$ cat config.mk
export PLATFORM = sky130hd
export DESIGN_NAME = ascii_integer_parser_core
export DESIGN_NICKNAME = d
export VERILOG_FILES = /design/src/aip_pkg.sv /design/src/aip_in_reg.sv /design/src/aip_digit.sv /design/src/aip_parse.sv /design/src/aip_out_reg.sv /design/src/ascii_integer_parser_core.sv
export VERILOG_INCLUDE_DIRS = /design/src /design/src/src
export SDC_FILE = /design/constraint.sdc
export NUM_CORES = 1
export LEC_CHECK = 0
export ABC_AREA = 1
export CAP_MARGIN = 10
export CORE_MARGIN = 2
export CORE_UTILIZATION = 50
export CTS_CLUSTER_DIAMETER = 50
export CTS_CLUSTER_SIZE = 40
export DETAILED_ROUTE_END_ITERATION = 8
export DONT_BUFFER_PORTS = 1
export GPL_TIMING_DRIVEN = 0
export PLACE_DENSITY = 0.65
export SLEW_MARGIN = 0
export SYNTH_ARGS = -nofsm -noshare
export SYNTH_HDL_FRONTEND = slang
export SYNTH_HIERARCHICAL = 1
export SYNTH_SLANG_ARGS = --single-unit
$ cat constraint.sdc
create_clock -name clk -period 8.95 [get_ports clk]
set_input_delay 0.4475 -clock clk [delete_from_list [all_inputs] [get_ports clk]]
set_output_delay 0.4475 -clock clk [all_outputs]
set_load 0.005 [all_outputs]
$ cat src/assert_macros.svh
// Assertion macros used by the top level of the integer parser.
`ifndef ASSERT_MACROS_SVH
`define ASSERT_MACROS_SVH
`ifndef SYNTHESIS
// Checked property, switched off while reset is high.
`define AIP_ASSERT(lbl, clk, rst, prop) \
  lbl: assert property (@(posedge clk) disable iff (rst) prop) \
    else $error("integer parser assertion failed");
// Checked property that also holds across reset.
`define AIP_ASSERT_NR(lbl, clk, prop) \
  lbl: assert property (@(posedge clk) prop) \
    else $error("integer parser reset assertion failed");
`else
`define AIP_ASSERT(lbl, clk, rst, prop)
`define AIP_ASSERT_NR(lbl, clk, prop)
`endif
`endif

$ cat src/aip_pkg.sv
// Types and constants shared by the integer parser modules.
package aip_pkg;

  localparam int unsigned VALUE_W    = 64;
  localparam int unsigned PROD_W     = 70;
  localparam int unsigned COUNT_W    = 8;
  localparam int unsigned RADIX_W    = 6;
  localparam int unsigned OUT_TDATA_W = 80;

  localparam logic [RADIX_W-1:0] MAX_RADIX  = 6'd36;
  localparam logic [RADIX_W-1:0] BASE_OCT   = 6'd8;
  localparam logic [RADIX_W-1:0] BASE_DEC   = 6'd10;
  localparam logic [RADIX_W-1:0] BASE_HEX   = 6'd16;
  localparam logic [RADIX_W-1:0] RADIX_AUTO = 6'd0;

  localparam logic [7:0] CH_NUL   = 8'h00;
  localparam logic [7:0] CH_TAB   = 8'h09;
  localparam logic [7:0] CH_CR    = 8'h0D;
  localparam logic [7:0] CH_SPACE = 8'h20;
  localparam logic [7:0] CH_PLUS  = 8'h2B;
  localparam logic [7:0] CH_MINUS = 8'h2D;
  localparam logic [7:0] CH_ZERO  = 8'h30;
  localparam logic [7:0] CH_NINE  = 8'h39;
  localparam logic [7:0] CH_UA    = 8'h41;
  localparam logic [7:0] CH_UX    = 8'h58;
  localparam logic [7:0] CH_UZ    = 8'h5A;
  localparam logic [7:0] CH_LA    = 8'h61;
  localparam logic [7:0] CH_LX    = 8'h78;
  localparam logic [7:0] CH_LZ    = 8'h7A;

  localparam logic [1:0] ST_OK    = 2'd0;
  localparam logic [1:0] ST_BAD   = 2'd1;
  localparam logic [1:0] ST_RANGE = 2'd2;

  typedef enum logic [1:0] {
    PH_WS,
    PH_SIGNED,
    PH_ZERO,
    PH_DIGITS
  } phase_t;

  typedef struct packed {
    logic [7:0] ch;
    logic       last;
  } item_t;

  typedef struct packed {
    logic               done;
    logic               bad;
    logic               ovf;
    logic [VALUE_W-1:0] accum;
    logic               inc;
  } digit_res_t;

  typedef struct packed {
    logic [VALUE_W-1:0] value;
    logic               negative;
    logic [1:0]         status;
    logic [COUNT_W-1:0] consumed;
  } result_t;

endpackage

$ cat src/aip_in_reg.sv
// Input register that holds one character word for the parse stage.
module aip_in_reg (
  input  logic          clk,
  input  logic          rst,
  input  logic          s_tvalid,
  output logic          s_tready,
  input  logic [7:0]    s_tdata,   // ch
  input  logic          s_tlast,
  input  logic          adv,
  output logic          held,
  output aip_pkg::item_t item
);

  logic take;

  assign s_tready = !held || adv;
  assign take     = s_tvalid && s_tready;

  always_ff @(posedge clk) begin
    if (rst) begin
      held <= 1'b0;
    end else if (take) begin
      held <= 1'b1;
    end else if (adv) begin
      held <= 1'b0;
    end
  end

  always_ff @(posedge clk) begin
    if (take) begin
      item.ch   <= s_tdata;
      item.last <= s_tlast;
    end
  end

endmodule

$ cat src/aip_digit.sv
// One digit step: classify a character and multiply-add it into the accumulator.
module aip_digit (
  input  logic [7:0]                    ch,
  input  logic [aip_pkg::RADIX_W-1:0]   base,
  input  logic [aip_pkg::VALUE_W-1:0]   accum,
  input  logic                          ovf,
  output aip_pkg::digit_res_t           res
);

  logic [7:0]                   d8;
  logic [aip_pkg::RADIX_W-1:0]  d;
  logic                         is_digit;
  logic [aip_pkg::PROD_W-1:0]   prod;

  always_comb begin
    d8       = 8'd0;
    is_digit = 1'b1;
    if (ch >= aip_pkg::CH_ZERO && ch <= aip_pkg::CH_NINE) begin
      d8 = ch - aip_pkg::CH_ZERO;
    end else if (ch >= aip_pkg::CH_LA && ch <= aip_pkg::CH_LZ) begin
      d8 = ch - aip_pkg::CH_LA + 8'd10;
    end else if (ch >= aip_pkg::CH_UA && ch <= aip_pkg::CH_UZ) begin
      d8 = ch - aip_pkg::CH_UA + 8'd10;
    end else begin
      is_digit = 1'b0;
    end
    d = d8[aip_pkg::RADIX_W-1:0];
  end

  // The 70-bit sum exceeds 64 bits exactly when the next digit would overflow the accumulator.
  assign prod = aip_pkg::PROD_W'(accum) * aip_pkg::PROD_W'(base) + aip_pkg::PROD_W'(d);

  always_comb begin
    res.done  = 1'b0;
    res.bad   = 1'b0;
    res.ovf   = ovf;
    res.accum = accum;
    res.inc   = 1'b0;
    if (ch == aip_pkg::CH_NUL) begin
      res.done = 1'b1;
    end else if (!is_digit || d >= base) begin
      res.done = 1'b1;
      res.bad  = 1'b1;
    end else begin
      res.inc = 1'b1;
      if (ovf || prod[aip_pkg::PROD_W-1:aip_pkg::VALUE_W] != '0) begin
        res.ovf = 1'b1;
      end else begin
        res.accum = prod[aip_pkg::VALUE_W-1:0];
      end
    end
  end

endmodule

$ cat src/aip_parse.sv
// Per-string parse state: whitespace, sign, prefix and digit phases.
module aip_parse #(
  parameter int unsigned MAX_LEN = 255
) (
  input  logic                        clk,
  input  logic                        rst,
  input  logic [aip_pkg::RADIX_W-1:0] radix,
  input  logic                        adv,
  input  aip_pkg::item_t              item,
  output aip_pkg::result_t            result
);

  localparam int unsigned LIM = (MAX_LEN < 255) ? MAX_LEN : 255;
  localparam logic [aip_pkg::COUNT_W-1:0] CNT_LIM = aip_pkg::COUNT_W'(LIM);

  aip_pkg::phase_t phase, phase_next;
  logic [aip_pkg::VALUE_W-1:0] accum, accum_next;
  logic                        sign_neg, sign_neg_next;
  logic [aip_pkg::RADIX_W-1:0] cur_base, cur_base_next;
  logic                        ovf_flag, ovf_flag_next;
  logic                        bad_flag, bad_flag_next;
  logic [aip_pkg::COUNT_W-1:0] char_count, char_count_next;
  logic                        ended, ended_next;

  logic [aip_pkg::RADIX_W-1:0] eff_radix;
  logic [aip_pkg::RADIX_W-1:0] dig_base;
  logic                        is_ws, is_x, start_zero, use_dig, fin_zero;
  logic [1:0]                  inc;
  logic [aip_pkg::COUNT_W:0]   cnt_sum;
  logic [1:0]                  status;
  aip_pkg::digit_res_t         dig;

  assign eff_radix  = (radix > aip_pkg::MAX_RADIX) ? aip_pkg::MAX_RADIX : radix;
  assign is_ws      = (item.ch == aip_pkg::CH_SPACE) ||
                      (item.ch >= aip_pkg::CH_TAB && item.ch <= aip_pkg::CH_CR);
  assign is_x       = (item.ch == aip_pkg::CH_LX) || (item.ch == aip_pkg::CH_UX);
  assign start_zero = (item.ch == aip_pkg::CH_ZERO) &&
                      (eff_radix == aip_pkg::RADIX_AUTO || eff_radix == aip_pkg::BASE_HEX);

  always_comb begin
    case (phase)
      aip_pkg::PH_WS, aip_pkg::PH_SIGNED:
        dig_base = (eff_radix == aip_pkg::RADIX_AUTO) ? aip_pkg::BASE_DEC : eff_radix;
      aip_pkg::PH_ZERO:
        dig_base = (cur_base == aip_pkg::RADIX_AUTO) ? aip_pkg::BASE_OCT : cur_base;
      default:
        dig_base = cur_base;
    endcase
  end

  aip_digit u_digit (
    .ch    (item.ch),
    .base  (dig_base),
    .accum (accum),
    .ovf   (ovf_flag),
    .res   (dig)
  );

  always_comb begin
    phase_next = phase;
    if (!ended) begin
      case (phase)
        aip_pkg::PH_WS: begin
          if (is_ws) begin
            phase_next = aip_pkg::PH_WS;
          end else if (item.ch == aip_pkg::CH_MINUS || item.ch == aip_pkg::CH_PLUS) begin
            phase_next = aip_pkg::PH_SIGNED;
          end else if (start_zero) begin
            phase_next = aip_pkg::PH_ZERO;
          end else begin
            phase_next = aip_pkg::PH_DIGITS;
          end
        end
        aip_pkg::PH_SIGNED: begin
          phase_next = start_zero ? aip_pkg::PH_ZERO : aip_pkg::PH_DIGITS;
        end
        default: begin
          phase_next = aip_pkg::PH_DIGITS;
        end
      endcase
    end
  end

  always_comb begin
    sign_neg_next = sign_neg;
    cur_base_next = cur_base;
    ovf_flag_next = ovf_flag;
    bad_flag_next = bad_flag;
    accum_next    = accum;
    ended_next    = ended;
    inc           = 2'd0;
    use_dig       = 1'b0;
    if (!ended) begin
      case (phase)
        aip_pkg::PH_WS: begin
          if (is_ws || item.ch == aip_pkg::CH_PLUS) begin
            inc = 2'd1;
          end else if (item.ch == aip_pkg::CH_MINUS) begin
            sign_neg_next = 1'b1;
            inc           = 2'd1;
          end else if (start_zero) begin
            cur_base_next = eff_radix;
          end else begin
            cur_base_next = dig_base;
            use_dig       = 1'b1;
          end
        end
        aip_pkg::PH_SIGNED: begin
          if (start_zero) begin
            cur_base_next = eff_radix;
          end else begin
            cur_base_next = dig_base;
            use_dig       = 1'b1;
          end
        end
        aip_pkg::PH_ZERO: begin
          if (is_x) begin
            cur_base_next = aip_pkg::BASE_HEX;
            inc           = 2'd2;
          end else begin
            // The pending zero counts as a digit before this character.
            cur_base_next = dig_base;
            inc           = 2'd1;
            use_dig       = 1'b1;
          end
        end
        default: begin
          use_dig = 1'b1;
        end
      endcase
    end
    if (use_dig) begin
      ended_next    = dig.done;
      bad_flag_next = bad_flag | dig.bad;
      ovf_flag_next = dig.ovf;
      accum_next    = dig.accum;
      inc           = inc + {1'b0, dig.inc};
    end
    // A string that stops on the lone zero still counts that zero.
    fin_zero = item.last && !ended_next && (phase_next == aip_pkg::PH_ZERO);
    if (fin_zero) begin
      inc = inc + 2'd1;
    end
    cnt_sum = {1'b0, char_count} + (aip_pkg::COUNT_W + 1)'(inc);
    char_count_next = (cnt_sum > {1'b0, CNT_LIM}) ? CNT_LIM : cnt_sum[aip_pkg::COUNT_W-1:0];
  end

  always_comb begin
    status = ovf_flag_next ? aip_pkg::ST_RANGE :
             (bad_flag_next ? aip_pkg::ST_BAD : aip_pkg::ST_OK);
    result.value    = (status == aip_pkg::ST_OK) ? accum_next : '0;
    result.negative = sign_neg_next;
    result.status   = status;
    result.consumed = char_count_next;
  end

  always_ff @(posedge clk) begin
    if (rst || (adv && item.last)) begin
      phase      <= aip_pkg::PH_WS;
      accum      <= '0;
      sign_neg   <= 1'b0;
      cur_base   <= '0;
      ovf_flag   <= 1'b0;
      bad_flag   <= 1'b0;
      char_count <= '0;
      ended      <= 1'b0;
    end else if (adv) begin
      phase      <= phase_next;
      accum      <= accum_next;
      sign_neg   <= sign_neg_next;
      cur_base   <= cur_base_next;
      ovf_flag   <= ovf_flag_next;
      bad_flag   <= bad_flag_next;
      char_count <= char_count_next;
      ended      <= ended_next;
    end
  end

endmodule

$ cat src/aip_out_reg.sv
// Result register that holds one finished word until the receiver takes it.
module aip_out_reg (
  input  logic                                clk,
  input  logic                                rst,
  input  logic                                load,
  input  aip_pkg::result_t                    result,
  output logic                                free,
  output logic                                m_tvalid,
  input  logic                                m_tready,
  output logic [aip_pkg::OUT_TDATA_W-1:0]     m_tdata  // value, negative, status, consumed
);

  aip_pkg::result_t held;

  assign free    = !m_tvalid || m_tready;
  assign m_tdata = {5'd0, held.consumed, held.status, held.negative, held.value};

  always_ff @(posedge clk) begin
    if (rst) begin
      m_tvalid <= 1'b0;
    end else if (load) begin
      m_tvalid <= 1'b1;
    end else if (m_tready) begin
      m_tvalid <= 1'b0;
    end
  end

  always_ff @(posedge clk) begin
    if (load) begin
      held <= result;
    end
  end

endmodule

$ cat src/ascii_integer_parser_core.sv
// Top level of the streaming ASCII to 64-bit unsigned integer parser.
// Characters enter on the s_ channel, one byte per word, and s_tlast marks
// the final character of a number string. The string's result leaves on the
// m_ channel as one word: magnitude, minus flag, status and consumed count.
// The base is set through cfg_we/cfg_wdata; zero selects automatic detection
// of octal, decimal or hexadecimal. Write it only while the block is idle.
// A character word is taken every cycle unless a last character waits for
// the output register to free. Each word is held in the input register and
// the parse stage does its whole digit step, a 64 by 6 bit multiply-add with
// the overflow test, combinationally; the output register then holds the result.
// While the receiver stalls, one finished result waits in the output
// register and characters of the next string keep flowing; the next last
// character holds in the input register until the output register frees.
// Reset clears the parse state, empties both registers and sets the base
// back to automatic detection.
`include "assert_macros.svh"
module ascii_integer_parser_core #(
  parameter int unsigned MAX_LEN = 255
) (
  input  logic        clk,
  input  logic        rst,
  input  logic        cfg_we,
  input  logic [5:0]  cfg_wdata,
  input  logic        s_tvalid,
  output logic        s_tready,
  input  logic [7:0]  s_tdata,   // ch
  input  logic        s_tlast,
  output logic        m_tvalid,
  input  logic        m_tready,
  output logic [79:0] m_tdata    // value[63:0], negative, status[1:0], consumed[7:0]
);

  localparam int unsigned LIM = (MAX_LEN < 255) ? MAX_LEN : 255;

  logic [aip_pkg::RADIX_W-1:0] radix;
  aip_pkg::item_t              item;
  aip_pkg::result_t            result;
  logic                        held;
  logic                        out_free;
  logic                        adv;
  logic                        out_load;

  always_ff @(posedge clk) begin
    if (rst) begin
      radix <= aip_pkg::RADIX_AUTO;
    end else if (cfg_we) begin
      radix <= cfg_wdata;
    end
  end

  assign adv      = held && (!item.last || out_free);
  assign out_load = adv && item.last;

  aip_in_reg u_in_reg (
    .clk      (clk),
    .rst      (rst),
    .s_tvalid (s_tvalid),
    .s_tready (s_tready),
    .s_tdata  (s_tdata),
    .s_tlast  (s_tlast),
    .adv      (adv),
    .held     (held),
    .item     (item)
  );

  aip_parse #(
    .MAX_LEN (MAX_LEN)
  ) u_parse (
    .clk    (clk),
    .rst    (rst),
    .radix  (radix),
    .adv    (adv),
    .item   (item),
    .result (result)
  );

  aip_out_reg u_out_reg (
    .clk      (clk),
    .rst      (rst),
    .load     (out_load),
    .result   (result),
    .free     (out_free),
    .m_tvalid (m_tvalid),
    .m_tready (m_tready),
    .m_tdata  (m_tdata)
  );

  `AIP_ASSERT_NR(a_reset_empty, clk, rst |=> !m_tvalid)
  `AIP_ASSERT(a_result_from_last, clk, rst, $rose(m_tvalid) |-> $past(out_load))
  `AIP_ASSERT(a_error_zero_value, clk, rst, (m_tvalid && m_tdata[66:65] != aip_pkg::ST_OK) |-> (m_tdata[63:0] == 64'd0))
  `AIP_ASSERT(a_count_limit, clk, rst, m_tvalid |-> (m_tdata[74:67] <= 8'(LIM)))

endmodule
==> results.cfg <==
[worst_setup_path]
cp-start-kind = flop
critical_path.top_delay_family = simple AND/OR/NAND/NOR gates
cp_slowest_cell = clkbuf_1
reg2reg_depth = 28
slowest_delay_ps = 910
crit_path_end_kind = flop
cp.arrival_ps = 8790
crit_path_start = u_parse/phase[1]
critPathBufInv = 7
r2r-end = u_out_reg/m_tdata[43]
cp.required_ps = 9300
cp_common_cell = nand2_1
crit_path_max_fanout = 10
r2r_slack_ps = 520
crit_type = reg -> reg
r2r-start = u_parse/phase[1]
path_depth = 28
crit_end = u_out_reg/m_tdata[43]

[timing]
setup_viol = 0
min_period_ps = 8430
hold_viol_final = 0
maxSlewHeadroom_pct = 10.4
max_freq_ghz = 0.119
tns_ps = 0
post-route-period-util_pct = 94.2
skew_ps = 19.0
setup_ws_ps = 517
tightest_slew_ps = 1340
rsz0062_at_grt = no
slew_viol_final = 0

[grt]
grt_remaining_overflow = 0
grt_use_total_pct = 29.5
grt_max_degree = 40
antenna_found_initial = 1
grt_pass1_vias = 20900
grt_pass1_wl_mm = 113

[drt]
wl_met3_mm = 4.79
topRoutingLayerUsed = met4
wl_met1_mm = 31.8
wl_mm = 71.3
avgRoutedWirePerCell_um = 17.2
vias = 21500
route.detailed.drc = 0
vias_per_cell = 5.16
ant_nets = 0
dr_wl_met2_mm = 32.4
drtIter0Drc = 1634
dr.pass1.iters = 8

[placed_design]
dp_hpwl_mm = 56.3
gp_congestion = 0.998
port_buffers = 0
place_ws_ps = 379
dpl-instance-area_um2 = 24900

[cts]
clockBufferDepth = 2
tritoncts = done
clockRootBuffer = clkbuf_16
cts-buffers-inserted = 17
clkTransAtPathRegs_ps = 70
cts.htree.levels = 4
clk_latency_ps = 510
cts.sinks = 176

[synthesis]
syn-instance-count = 3505
yosysUniqueCellTypes = 53
async_reset_ff_share_pct = 0
syn_area_um2 = 24100
ys_seq_area_share_pct = 18.1
ys_warn_count = 6
synth_area_leaders = fa_1, nand2_1, inv_1
synth_top_area_share_pct = 21.0
synth_seq_cells = 176
synth_top_area_cell = fa_1
avgSynthCellArea_um2 = 6.89
synth_ff_type = dfxtp_1
synth_edf_count = 84

[final_layout]
nets = 3966
drive_gt1_share_pct = 3.47
antennaDiodeCount = 0
fillCellCount = 4862
area_growth_pct = 5.76
fin_area_um2 = 25500

[power_and_ir_drop]
p_sw_share_pct = 44.5
switchingPower_mw = 1.44
vdd_drop_max_mv = 0.161
p_int_mw = 1.80
combPwrFrac_pct = 46.2
pwr-share-clk_pct = 23.1
power_frac_seq_pct = 30.8
leakagePower_nw = 13.8
p_total_mw = 3.24
p_per_area_nw_per_um2 = 127

[floorplan]
dieArea_um2 = 50000
die_x_um = 224
start_util_pct = 50.7
coreArea_um2 = 47600
num_rows = 80
die_y_um = 224
pin_count = 102

[outcome]
outcome = finished, final reports clean

[worst_hold_path]
hold_class = in -> reg

[run]
maxCapViolCount = 0
cells in the final DEF, fill, tap and decap left out, drive strengths merged, types with 3 or more instances in the layout:
cell    synthesis  layout
buf            59      57
nand3         192     192
a31oi           8       8
nor2          395     395
o21a            5       5
nand4          21      21
or2             4       4
dfxtp          92      92
o21bai         26      26
edfxtp         84      84
nand2         994     994
a211oi          3       3
a21o            9       9
a21oi         124     124
conb            1       5
nand3b          4       4
o21ai         112     112
xor2           29      29
and3            4       4
nor3           21      21
inv           723     728
a21boi          6       6
clkbuf         60      84
ha            163     163
and2           68      68
clkinv          1       4
fa            253     253
xnor2          35      35
layer usage:
layer  GRT usage [%]  vias up
li1                -    10700
met5               0        -
met1            39.4    10000
met2            47.7      677
met3            5.64       95
met4            10.7        0
state kept, by name, indices dropped and copies added, names as in the netlist:
name,count
u_out_reg/m_tdata,75
u_parse/accum,64
u_in_reg/item,9
u_parse/char_count,8
radix,6
u_parse/cur_base,6
u_parse/phase,2
u_in_reg/held,1
u_out_reg/m_tvalid,1
u_parse/bad_flag,1
u_parse/ended,1
u_parse/ovf_flag,1
u_parse/sign_neg,1
stage by stage:
step                      util [%]  cells  hold slack, ps
after floorplan                  -   3509             454
after global routing          53.6   4158            12.1
final                         53.6   4158            30.7
after detailed placement      52.3   4125             471
after CTS                     53.5   4158            1.53
after global placement        52.3   4124             467
worst min-delay path by stage:
stage               slack [ps]             start               end  cells after the start
detailed placement         470  u_parse/sign_neg  u_parse/sign_neg                      1
global placement           470  u_parse/sign_neg  u_parse/sign_neg                      1
floorplan                  450  u_parse/sign_neg  u_parse/sign_neg                      1
finish                      30           s_tlast  u_in_reg/item[0]                      0
CTS                          2           s_tlast  u_in_reg/item[0]                      0
global route                10           s_tlast  u_in_reg/item[0]                      0
power by group through the flow:
| stage | combinational [mW] | sequential, mW | clock (mW) |
|---|---|---|---|
| 3_3_place_gp | 1.46 | 1.01 | 0 |
| 2_1_floorplan | 1.05 | 0.982 | 0 |
| 3_5_place_dp | 1.47 | 1.01 | 0 |
| 6_report | 1.50 | 0.996 | 0.747 |
| 5_1_grt | 1.68 | 1.01 | 0.799 |
| 4_1_cts | 1.49 | 0.995 | 0.778 |
timing repair:
item                       in CTS  in global routing
hold endpoints to repair        2                  0
setup endpoints to repair       0                 64
buffers inserted                0                  0
hold buffers                    1                  0
gates resized for setup         0                 13
cells in the mapped netlist (38+ instances only):
cell,count
and2_0,38
nor2_1,389
o21ai_1,51
nand3_1,188
edfxtp_1,84
dfxtp_1,92
fa_1,253
ha_1,163
a21oi_1,122
nand2_1,976
clkbuf_1,60
o21ai_0,58
inv_1,718
area by class of cell:
class                           instances  area (µm²)  share of cell area, %
Tap cell                              615         769                   3.01
Clock inverter                         10        75.1                  0.294
Buffer                                119         673                   2.64
Multi-Input combinational cell       2490       16400                   64.3
Sequential cell                       176        4360                   17.1
Inverter                              724        2720                   10.7
Clock buffer                           22         487                   1.91
Timing Repair Buffer                    2        30.0                  0.118
cells by family (layout without fill, tap and decap cells):
kind of cell    after synthesis  count (layout)  share of synthesized area (%)
simple gates               1705            1705                           29.2
buf+inv                     843             877                           14.0
fa+ha+maj                   416             416                           29.4
compound gates              300             300                           6.94
flops                       176             176                           18.1
xor+xnor                     64              64                           2.32
other cells                   1               5                         0.0155
No activity file was read; power rests on OpenSTA's default activity.
